[src/sv/changed_pixel_run_finder_unit_assert.svh]
// Assertion helpers shared by the run finder RTL.
// Each macro expects signals named clk and rst_n in the enclosing module.
`ifndef CHANGED_PIXEL_RUN_FINDER_UNIT_ASSERT_SVH
`define CHANGED_PIXEL_RUN_FINDER_UNIT_ASSERT_SVH

// Same-cycle implication, checked outside reset.
`define CPRF_ASSERT_SAME(label, ante, cons) \
  label: assert property (@(posedge clk) disable iff (!rst_n) (ante) |-> (cons)) \
    else $error("same-cycle check failed");

// Next-cycle implication, checked outside reset.
`define CPRF_ASSERT_NEXT(label, ante, cons) \
  label: assert property (@(posedge clk) disable iff (!rst_n) (ante) |=> (cons)) \
    else $error("next-cycle check failed");

`endif

[src/sv/cprf_pkg.sv]
`default_nettype none

package cprf_pkg;

  // Default geometry limits.
  localparam int MAX_COLUMNS_DEF = 256;
  localparam int MAX_ROWS_DEF    = 256;

  // Register widths and reset values.
  localparam int ADDR_W          = 16;
  localparam int GAP_W           = 4;
  localparam int CFG_INDEX_W     = 2;
  localparam int CFG_DATA_W      = 16;
  localparam logic [GAP_W-1:0] GAP_LIMIT_RESET = 4'd5;
  localparam logic [GAP_W-1:0] GAP_COUNT_MAX   = 4'd15;

  // Configuration register indexes.
  localparam logic [CFG_INDEX_W-1:0] CFG_BASE_COLUMN = 2'd0;
  localparam logic [CFG_INDEX_W-1:0] CFG_BASE_ROW    = 2'd1;
  localparam logic [CFG_INDEX_W-1:0] CFG_GAP_LIMIT   = 2'd2;

  // One pixel pair.
  typedef struct packed {
    logic [15:0] new_color;
    logic [15:0] old_color;
    logic        row_end;
    logic        frame_end;
  } in_item_t;

  // One closed run.
  typedef struct packed {
    logic [15:0] run_row;
    logic [15:0] run_first_column;
    logic [15:0] run_last_column;
    logic        first_in_row;
  } out_item_t;

  // Configuration register values.
  typedef struct packed {
    logic [ADDR_W-1:0] base_column;
    logic [ADDR_W-1:0] base_row;
    logic [GAP_W-1:0]  gap_limit;
  } cfg_t;

  // Result of one tracker step.
  typedef struct packed {
    logic      valid;
    out_item_t item;
  } step_res_t;

endpackage

`default_nettype wire

[src/sv/cprf_tracker.sv]
`default_nettype none

module cprf_tracker #(
  parameter int MAX_COLUMNS = cprf_pkg::MAX_COLUMNS_DEF,
  parameter int MAX_ROWS    = cprf_pkg::MAX_ROWS_DEF
) (
  input  wire logic               clk,
  input  wire logic               rst_n,
  input  wire logic               step,
  input  wire cprf_pkg::in_item_t item,
  input  wire cprf_pkg::cfg_t     cfg,
  output cprf_pkg::step_res_t     res
);

  `include "changed_pixel_run_finder_unit_assert.svh"

  localparam int COL_W = $clog2(MAX_COLUMNS);
  localparam int ROW_W = (MAX_ROWS > 1) ? $clog2(MAX_ROWS) : 1;
  localparam logic [COL_W-1:0] COL_LAST = COL_W'(MAX_COLUMNS - 1);
  localparam logic [ROW_W-1:0] ROW_LAST = ROW_W'(MAX_ROWS - 1);

  logic [COL_W-1:0]          col_r, col_nxt;
  logic [ROW_W-1:0]          row_r, row_nxt;
  logic                      open_r, open_nxt;
  logic [COL_W-1:0]          start_r, start_nxt;
  logic [COL_W-1:0]          last_r, last_nxt;
  logic [cprf_pkg::GAP_W-1:0] cnt_r, cnt_nxt;
  logic                      announced_r, announced_nxt;

  logic                      changed;
  logic                      eol;
  logic                      open_a;
  logic [cprf_pkg::GAP_W-1:0] cnt_a;
  logic                      emit;

  // Pixel classification and run bookkeeping for the current pixel.
  always_comb begin
    changed = (item.new_color != item.old_color);
    eol     = item.row_end || item.frame_end || (col_r == COL_LAST);

    open_a    = open_r || changed;
    start_nxt = (!open_r && changed) ? col_r : start_r;
    last_nxt  = changed ? col_r : last_r;
    if (changed) begin
      cnt_a = '0;
    end else if (open_r && (cnt_r < cprf_pkg::GAP_COUNT_MAX)) begin
      cnt_a = cnt_r + 1'b1;
    end else begin
      cnt_a = cnt_r;
    end

    emit = open_a && ((cnt_a >= cfg.gap_limit) || eol);

    // A closed run clears the run state; a row end clears the row state.
    open_nxt      = open_a && !emit && !eol;
    cnt_nxt       = (emit || eol) ? '0 : cnt_a;
    announced_nxt = eol ? 1'b0 : (announced_r || emit);
    if (eol) begin
      col_nxt = '0;
      row_nxt = (item.frame_end || (row_r == ROW_LAST)) ? '0 : row_r + 1'b1;
    end else begin
      col_nxt = col_r + 1'b1;
      row_nxt = row_r;
    end
  end

  // Result fields: base offsets added with 16-bit wrap.
  always_comb begin
    res.valid                 = emit;
    res.item.run_row          = cfg.base_row + 16'(row_r);
    res.item.run_first_column = cfg.base_column + 16'(start_nxt);
    res.item.run_last_column  = cfg.base_column + 16'(last_nxt);
    res.item.first_in_row     = !announced_r;
  end

  // Control state advances once per pixel transfer.
  always_ff @(posedge clk) begin
    if (!rst_n) begin
      col_r       <= '0;
      row_r       <= '0;
      open_r      <= 1'b0;
      start_r     <= '0;
      last_r      <= '0;
      cnt_r       <= '0;
      announced_r <= 1'b0;
    end else if (step) begin
      col_r       <= col_nxt;
      row_r       <= row_nxt;
      open_r      <= open_nxt;
      start_r     <= start_nxt;
      last_r      <= last_nxt;
      cnt_r       <= cnt_nxt;
      announced_r <= announced_nxt;
    end
  end

  `CPRF_ASSERT_NEXT(a_col_restart, step && eol, col_r == '0 && !open_r && !announced_r)
  `CPRF_ASSERT_NEXT(a_open_on_change, step && changed && !emit && !eol, open_r)
  `CPRF_ASSERT_NEXT(a_announced_after_run, step && emit && !eol, announced_r && !open_r)

endmodule

`default_nettype wire

[src/sv/changed_pixel_run_finder_unit.sv]
// Changed-pixel run finder.
// Input channel: in_valid / in_stall / in_item carry one pixel pair (new and
// shown colour) per transfer, in row-major order, with row_end and frame_end
// marks. Output channel: out_valid / out_stall / out_item carry one record per
// closed run: display row, first and last changed column and a first-of-row flag.
// Configuration: cfg_we writes cfg_data into the register selected by cfg_index
// (base column, base row, gap limit); write only while the block is idle.
// Throughput: one pixel per clock cycle, sustained, as long as out_stall is low.
// A record is loaded into the result register when the pixel that closes its run
// moves from the input register to the result.
// The per-pixel compare and counter updates sit between the input register and
// the result register, so a stall on a full result register holds both stages;
// in_stall rises only when the input register holds a pixel and the result
// register is full and stalled.
// Reset (rst_n low at a clock edge) empties both stages, clears the column and
// row counters and any open run, and restores the gap limit to five and the
// base offsets to zero.
`default_nettype none

module changed_pixel_run_finder_unit #(
  parameter int MAX_COLUMNS = cprf_pkg::MAX_COLUMNS_DEF,
  parameter int MAX_ROWS    = cprf_pkg::MAX_ROWS_DEF
) (
  input  wire logic                                clk,
  input  wire logic                                rst_n,
  input  wire logic                                in_valid,
  output logic                                     in_stall,
  input  wire cprf_pkg::in_item_t                  in_item,
  output logic                                     out_valid,
  input  wire logic                                out_stall,
  output cprf_pkg::out_item_t                      out_item,
  input  wire logic                                cfg_we,
  input  wire logic [cprf_pkg::CFG_INDEX_W-1:0]    cfg_index,
  input  wire logic [cprf_pkg::CFG_DATA_W-1:0]     cfg_data
);

  `include "changed_pixel_run_finder_unit_assert.svh"

  cprf_pkg::cfg_t      cfg_r;
  logic                s1_valid_r;
  cprf_pkg::in_item_t  s1_item_r;
  logic                out_valid_r;
  cprf_pkg::out_item_t out_item_r;
  logic                s1_go;
  logic                in_take;
  cprf_pkg::step_res_t trk_res;

  // Configuration registers.
  always_ff @(posedge clk) begin
    if (!rst_n) begin
      cfg_r.base_column <= '0;
      cfg_r.base_row    <= '0;
      cfg_r.gap_limit   <= cprf_pkg::GAP_LIMIT_RESET;
    end else if (cfg_we) begin
      unique case (cfg_index)
        cprf_pkg::CFG_BASE_COLUMN: cfg_r.base_column <= cfg_data;
        cprf_pkg::CFG_BASE_ROW:    cfg_r.base_row    <= cfg_data;
        cprf_pkg::CFG_GAP_LIMIT:   cfg_r.gap_limit   <= cfg_data[cprf_pkg::GAP_W-1:0];
        default: ;
      endcase
    end
  end

  // Handshake: the input stage moves on when the result register can take it.
  assign s1_go     = s1_valid_r && (!out_valid_r || !out_stall);
  assign in_stall  = s1_valid_r && !s1_go;
  assign in_take   = in_valid && !in_stall;
  assign out_valid = out_valid_r;
  assign out_item  = out_item_r;

  // Input register.
  always_ff @(posedge clk) begin
    if (!rst_n) begin
      s1_valid_r <= 1'b0;
    end else begin
      s1_valid_r <= in_take || (s1_valid_r && !s1_go);
    end
  end

  always_ff @(posedge clk) begin
    if (in_take) begin
      s1_item_r <= in_item;
    end
  end

  // Run tracking for the pixel in the input register.
  cprf_tracker #(
    .MAX_COLUMNS (MAX_COLUMNS),
    .MAX_ROWS    (MAX_ROWS)
  ) u_tracker (
    .clk   (clk),
    .rst_n (rst_n),
    .step  (s1_go),
    .item  (s1_item_r),
    .cfg   (cfg_r),
    .res   (trk_res)
  );

  // Result register.
  always_ff @(posedge clk) begin
    if (!rst_n) begin
      out_valid_r <= 1'b0;
    end else if (s1_go) begin
      out_valid_r <= trk_res.valid;
    end else if (!out_stall) begin
      out_valid_r <= 1'b0;
    end
  end

  always_ff @(posedge clk) begin
    if (s1_go && trk_res.valid) begin
      out_item_r <= trk_res.item;
    end
  end

  `CPRF_ASSERT_SAME(a_stall_only_when_full, in_stall, s1_valid_r && out_valid_r && out_stall)
  `CPRF_ASSERT_NEXT(a_result_loaded, s1_go && trk_res.valid, out_valid_r)
  `CPRF_ASSERT_NEXT(a_no_phantom_result, !s1_go && !out_valid_r, !out_valid_r)

endmodule

`default_nettype wire

[config.mk]
export PLATFORM = sky130hd
export DESIGN_NAME = changed_pixel_run_finder_unit
export DESIGN_NICKNAME = d
export VERILOG_FILES = /design/src/sv/cprf_pkg.sv /design/src/sv/cprf_tracker.sv /design/src/sv/changed_pixel_run_finder_unit.sv
export VERILOG_INCLUDE_DIRS = /design/src /design/src/sv
export SDC_FILE = /design/constraint.sdc
export NUM_CORES = 1
export LEC_CHECK = 0
export BUFFER_PORTS_ARGS = -buffer_cell sky130_fd_sc_hd__buf_2
export CORE_UTILIZATION = 30
export CTS_BUF_LIST = sky130_fd_sc_hd__clkbuf_8 sky130_fd_sc_hd__clkbuf_16
export DETAILED_ROUTE_END_ITERATION = 7
export PLACE_DENSITY_LB_ADDON = 0.25
export SYNTH_ARGS = -nofsm -noshare
export SYNTH_HDL_FRONTEND = slang
export SYNTH_HIERARCHICAL = 1
export SYNTH_SLANG_ARGS = --single-unit
[constraint.sdc]
create_clock -name clk -period 14.06 [get_ports clk]
set_input_delay 2.109 -clock clk [delete_from_list [all_inputs] [get_ports clk]]
set_output_delay 2.109 -clock clk [all_outputs]
set_load 0.01 [all_outputs]
# Word level (Yosys, flattened, before mapping)
# Index checks and enable logic that the tools add are counted.
# op_classes
order_cmp	2
n_addsub	6
reduce_logical	31
n_eq_ne	6
n_mux	10
# op_table
op	n
16-bit by 8-bit adder with 16-bit output	3
8-bit two-way mux	4
8-bit by 1-bit adder with 8-bit output (second input constant)	2
8-bit == test (second input constant)	2
16-bit inequality test	1
4-bit two-way mux	3
1-bit logical AND	9
1-bit logical OR	9
1-bit zero test	8
2-bit AND reduction	4
4-bit by 1-bit adder with 4-bit output (second input constant)	1
4-bit >= comparator	1
4-bit < comparator (second input constant)	1
1-bit two-way mux	3
2-bit by 1-bit == test with 1-bit output (second input constant)	1
2-bit == test (second input constant)	1
2-bit zero test	1
2-bit by 1-bit inequality test with 1-bit output (second input constant)	1
# totals
output_inout_bits	51
inputBits	57
word_cells	75
ff_bits	159

# Longest topological paths before layout
# logic_depth
ltp_word	10
depth_mapped	15
depth_no_buf	13

# Cells and area by module
# Netlist, hierarchy kept.
# modules_own_cells
mod	instances	seq_area_each_um2	cells_per_inst	area_per_inst_um2
changed_pixel_run_finder_unit	1	3253.1	233	3991.3
cprf_tracker	1	760.7	435	3475.8

# Worst setup path after synthesis
# OpenSTA, ideal clock, no wires.
# synth_timing
path_type	flip-flop to flip-flop
from	register s1_item_r[13] (netlist bit)
to	register out_item_r, in the netlist out_item[0] (enable)
t_required_ns	13.588
n_path_buf	2
slack_ns	8.787
setup_ns	0.472
t_arrival_ns	4.802
synth_period_minus_slack_ns	5.273
path_stages_with_launch	15
path_cell_list	edfxtp_1 > xor2_1 > nor4_1 > nand4_2 > clkbuf_1 > nand2b_1 > ha_1 > nand2b_1 > a211oi_1 > o21ai_0 > nor2_1 > nor2_1 > buf_4 > nand2_1 > a21oi_1
# synth_via
elab_chain_len	6
elab_cells_between_ends	7
classes_between	order compare: 1; eq/ne: 1; mux: 1; reduce/logical: 4
# synth_rtl
item	line	source
start, declared	changed_pixel_run_finder_unit.sv:41	cprf_pkg::in_item_t s1_item_r;
start signal, assigned	changed_pixel_run_finder_unit.sv:82	s1_item_r <= in_item;
16-bit inequality test (*)	cprf_tracker.sv:38	changed = (item.new_color != item.old_color);
4-bit two-way mux	cprf_tracker.sv:44	if (changed) begin
4-bit >= comparator	cprf_tracker.sv:52	emit = open_a && ((cnt_a >= cfg.gap_limit) || eol);
1-bit logical OR	cprf_tracker.sv:52	
1-bit logical AND (*)	cprf_tracker.sv:52	
named net u_tracker.emit	cprf_tracker.sv:34	logic emit;
1-bit logical AND (*)	changed_pixel_run_finder_unit.sv:111	if (s1_go && trk_res.valid) begin
end signal, assigned	changed_pixel_run_finder_unit.sv:112	out_item_r <= trk_res.item;
end, declared	changed_pixel_run_finder_unit.sv:43	cprf_pkg::out_item_t out_item_r;
# Mark *: on every way through the listed nets, which the timed path passes. The rest lies on a longest branch.
# A chain may end at the register's enable or synchronous reset.

# Final worst setup path
# layout_timing
from	input out_stall
to	output in_stall
# layout_via
elab_chain_len	5
# layout_rtl
item	line	source
start, declared	changed_pixel_run_finder_unit.sv:30	input wire logic out_stall,
1-bit zero test	--	
1-bit logical OR	changed_pixel_run_finder_unit.sv:65	assign s1_go = s1_valid_r && (!out_valid_r || !out_stall);
1-bit logical AND	changed_pixel_run_finder_unit.sv:65	
1-bit zero test	changed_pixel_run_finder_unit.sv:66	assign in_stall = s1_valid_r && !s1_go;
1-bit logical AND	changed_pixel_run_finder_unit.sv:66	
end, declared	changed_pixel_run_finder_unit.sv:27	output logic in_stall,
# No other way between the ends.

==> qor.yml <==
route:
  postRouteAntennaNets: 0
  drt_iter0_markers: 299
  drc_errors: 0
  viasPerCell: 4.54
  wl_mm: 15.7
  vias: 5045
  wl_per_cell_um: 14.1
  dr.pass1.iters: 4
power:
  pwr_density_cell_mw_per_mm2: 117
  power_leakage_nw: 3.65
  total_power_w: 0.00103
  ir_drop_mv: 0.0570
placement:
  port_buffers: 107
  dpl.hpwl_mm: 11.1
  place_congestion: 0.733
  dp_cells: 1078
global_routing:
  first_global_vias: 4823
  grtUsageMet1: 0.176
  grtUsageMet3: 0.0343
  grt_antenna_before_repair: 2
  use_met2: 0.192
  grt_max_degree: 58
  grt_pass1_wl_mm: 25.3
  grtUsageTotal: 0.128
  grt_busiest_layer: "met2"
  overflow: 0
synth:
  syn_nets: 759
  syn_area_mm2: 0.00747
  ys_types: 51
  ys.flop_type: "edfxtp_1"
  ys_ff_latch: 159
  synth_edf_count: 83
  synth-seq-area-share: 0.538
  synth_warnings: 6
  avgSynthCellArea_um2: 11.2
  async_flop_share: 0
  syn_inst: 668
critical_path:
  slowest_stage: "and3_1"
  cp_common_cell: "buf_2"
  worst_r2r_endpoint: "out_item[25]$_DFFE_PP_"
  timing.critical_path.to_type: "output pin"
  critPathMaxStageDelay_ps: 240
  startpoint: "out_stall"
  rr_worst_depth: 13
  cp.arrival_ps: 2630
  reg2reg_slack_ps: 9930
  worstReg2RegStart: "s1_item_r[13]$_DFFE_PP_"
  worstSetupPathType: "in -> out"
  cp.required_ps: 11950
  crit_family: "buffers and inverters"
  cp_max_fo: 3
  crit_path_start_kind: "primary input"
  path_buf_inv: 2
  path_cells: "buf_2 -> and3_1 -> buf_2"
timing:
  tightest_slew_ps: 1060
  setup_tns_ps: 0
  fin_crit_sh: 0.337
  relSlewSlack: 0.287
  skew_ps: 10.7
  finalSetupViolations: 0
  rsz0062_at_grt: "no"
  maxSlewViolCount: 0
  hold_viol: 0
  max_freq_mhz: 211
  fin_crit_ps: 4740
worst_hold_path:
  hold_path_startpoint: "u_tracker/start_r[4]$_SDFFE_PN0P_"
  min_to: "u_tracker/start_r[4]$_SDFFE_PN0P_"
  hold_path_class: "reg -> reg"
  hold_path_depth: 2
cts:
  cts_tree: "built"
  numCtsBuffers: 17
  cts_setup_buffers: 0
  post_cts_resized: 0
  clk_pin_slew_ps: 60
  cts_root_buf: "clkbuf_16"
  clock_sinks: 159
  clk_latency_ps: 420
  htreeDepth: 4
  ctsHoldBuffers: 0
  clockBufferDepth: 2
floorplan:
  die_w_um: 160
  initial_core_util: 0.306
  rows: 57
  pin_count: 108
  die_area_mm2: 0.0255
  core_area_mm2: 0.0244
  die_h_um: 160
finish:
  drive_gt1_frac: 0.207
  areaGrowthSynthToFinish_pct: 19.0
  stdcell_count: 1111
  fin_nets: 864
  regArea_mm2: 0.00401
  multiInputGateArea_mm2: 0.00325
  fin_util: 0.364
  fillers: 2445
status:
  outcome: "finished, final reports clean"
flow_run:
  max_cap_viol_count: 0
-- state kept, by name, indices dropped and copies added (netlist names), 4 cells and up --
register,flops
out_item,49
u_tracker/row_r,8
u_tracker/last_r,8
s1_item_r,34
cfg_r,36
u_tracker/cnt_r,4
u_tracker/col_r,8
u_tracker/start_r,8
-- Yosys cell counts, drive strengths merged, types with 3 or more instances --
master	n	share of area
nor3	8	0.0054
a21o	6	0.0060
buf	15	0.017
or3	4	0.0034
o211ai	6	0.0060
nand3	28	0.019
a31oi	4	0.0034
nand4	11	0.010
fa	3	0.0080
and2	6	0.0050
nor2	41	0.021
and3	9	0.0075
dfxtp	76	0.20
mux2	16	0.025
o21a	6	0.0060
nor2b	4	0.0034
a211oi	4	0.0040
o21ai	16	0.011
edfxtp	83	0.33
nor4	5	0.0050
clkbuf	11	0.0055
xor2	36	0.042
nand2b	6	0.0050
mux2i	36	0.048
a21oi	36	0.024
nand2	90	0.045
xnor2	37	0.043
ha	31	0.052
inv	16	0.0080
-- metal layers --
metal / routed length (um) / vias to the layer above
met4: 215 / 2
met2: 6860 / 105
met1: 7840 / 2344
li1: - / 2578
met5: 13 / -
met3: 723 / 16
-- how the worst max path moves through the flow --
stage,endpoint,cells after the start,slack [ps]
after global routing,in_stall,3,9280
after global placement,u_tracker/cnt_r[2]$_SDFFE_PN0P_,8,9250
after CTS,in_stall,3,9310
after detailed placement,u_tracker/cnt_r[2]$_SDFFE_PN0P_,8,9110
after floorplan,out_item[0]$_DFFE_PP_,14,8790
final,in_stall,3,9320
-- per-stage QoR --
| step | cell area (um^2) | hold slack (ps) | worst slack, ps |
|---|---|---|---|
| 3_3_place_gp | 8300 | 441 | 9250 |
| 6_report | 8880 | 451 | 9320 |
| 5_1_grt | 8880 | 473 | 9280 |
| 2_1_floorplan | 7470 | 427 | 8790 |
| 3_5_place_dp | 8300 | 446 | 9110 |
| 4_1_cts | 8880 | 456 | 9310 |
-- cells by family (layout without fill, tap and decap cells) --
group / count (synthesis) / after routing / synth area share
AND/OR/NAND/NOR: 218 / 218 / 0.137
buffers and inverters: 42 / 160 / 0.0303
multiplexers: 52 / 52 / 0.0734
XOR/XNOR: 73 / 73 / 0.0856
AO/OA/AOI/OAI: 90 / 90 / 0.0764
flip-flops: 159 / 159 / 0.538
adder cells (fa/ha/maj): 34 / 34 / 0.0600
other: 0 / 1 / 0
-- layout by cell type, fill, tap and decap left out, drive strengths merged, types with 21 or more instances in the layout --
cell	n
nand3	28
xor2	36
nor2	41
edfxtp	83
dfxtp	76
ha	31
mux2i	36
xnor2	37
inv	21
buf	112
a21oi	36
nand2	90
-- worst min-delay path: cells and delay by family, from the launching register on --
family / cells / cell delay (ps)
AOI/OAI and AO/OA: 1 / 50
DFF: 1 / 310
and+or+nand+nor: 1 / 50
-- power breakdown --
group          leakage (nW)  internal (W)  switching, W
clock                 0.270      0.000263      0.000194
sequential             1.43      0.000506    0.00000949
combinational          1.95     0.0000246     0.0000377
total                  3.65      0.000793      0.000241
-- cell type report --
cell class,count,area share
Multi-Input combinational cell,467,0.365
Sequential cell,159,0.452
Tap cell,324,0.0456
Inverter,16,0.00676
Antenna cell,1,0.000282
Clock buffer,17,0.0479
Timing Repair Buffer,112,0.0645
Clock inverter,15,0.0176
Note: power is estimated with default switching activity, not from simulation.
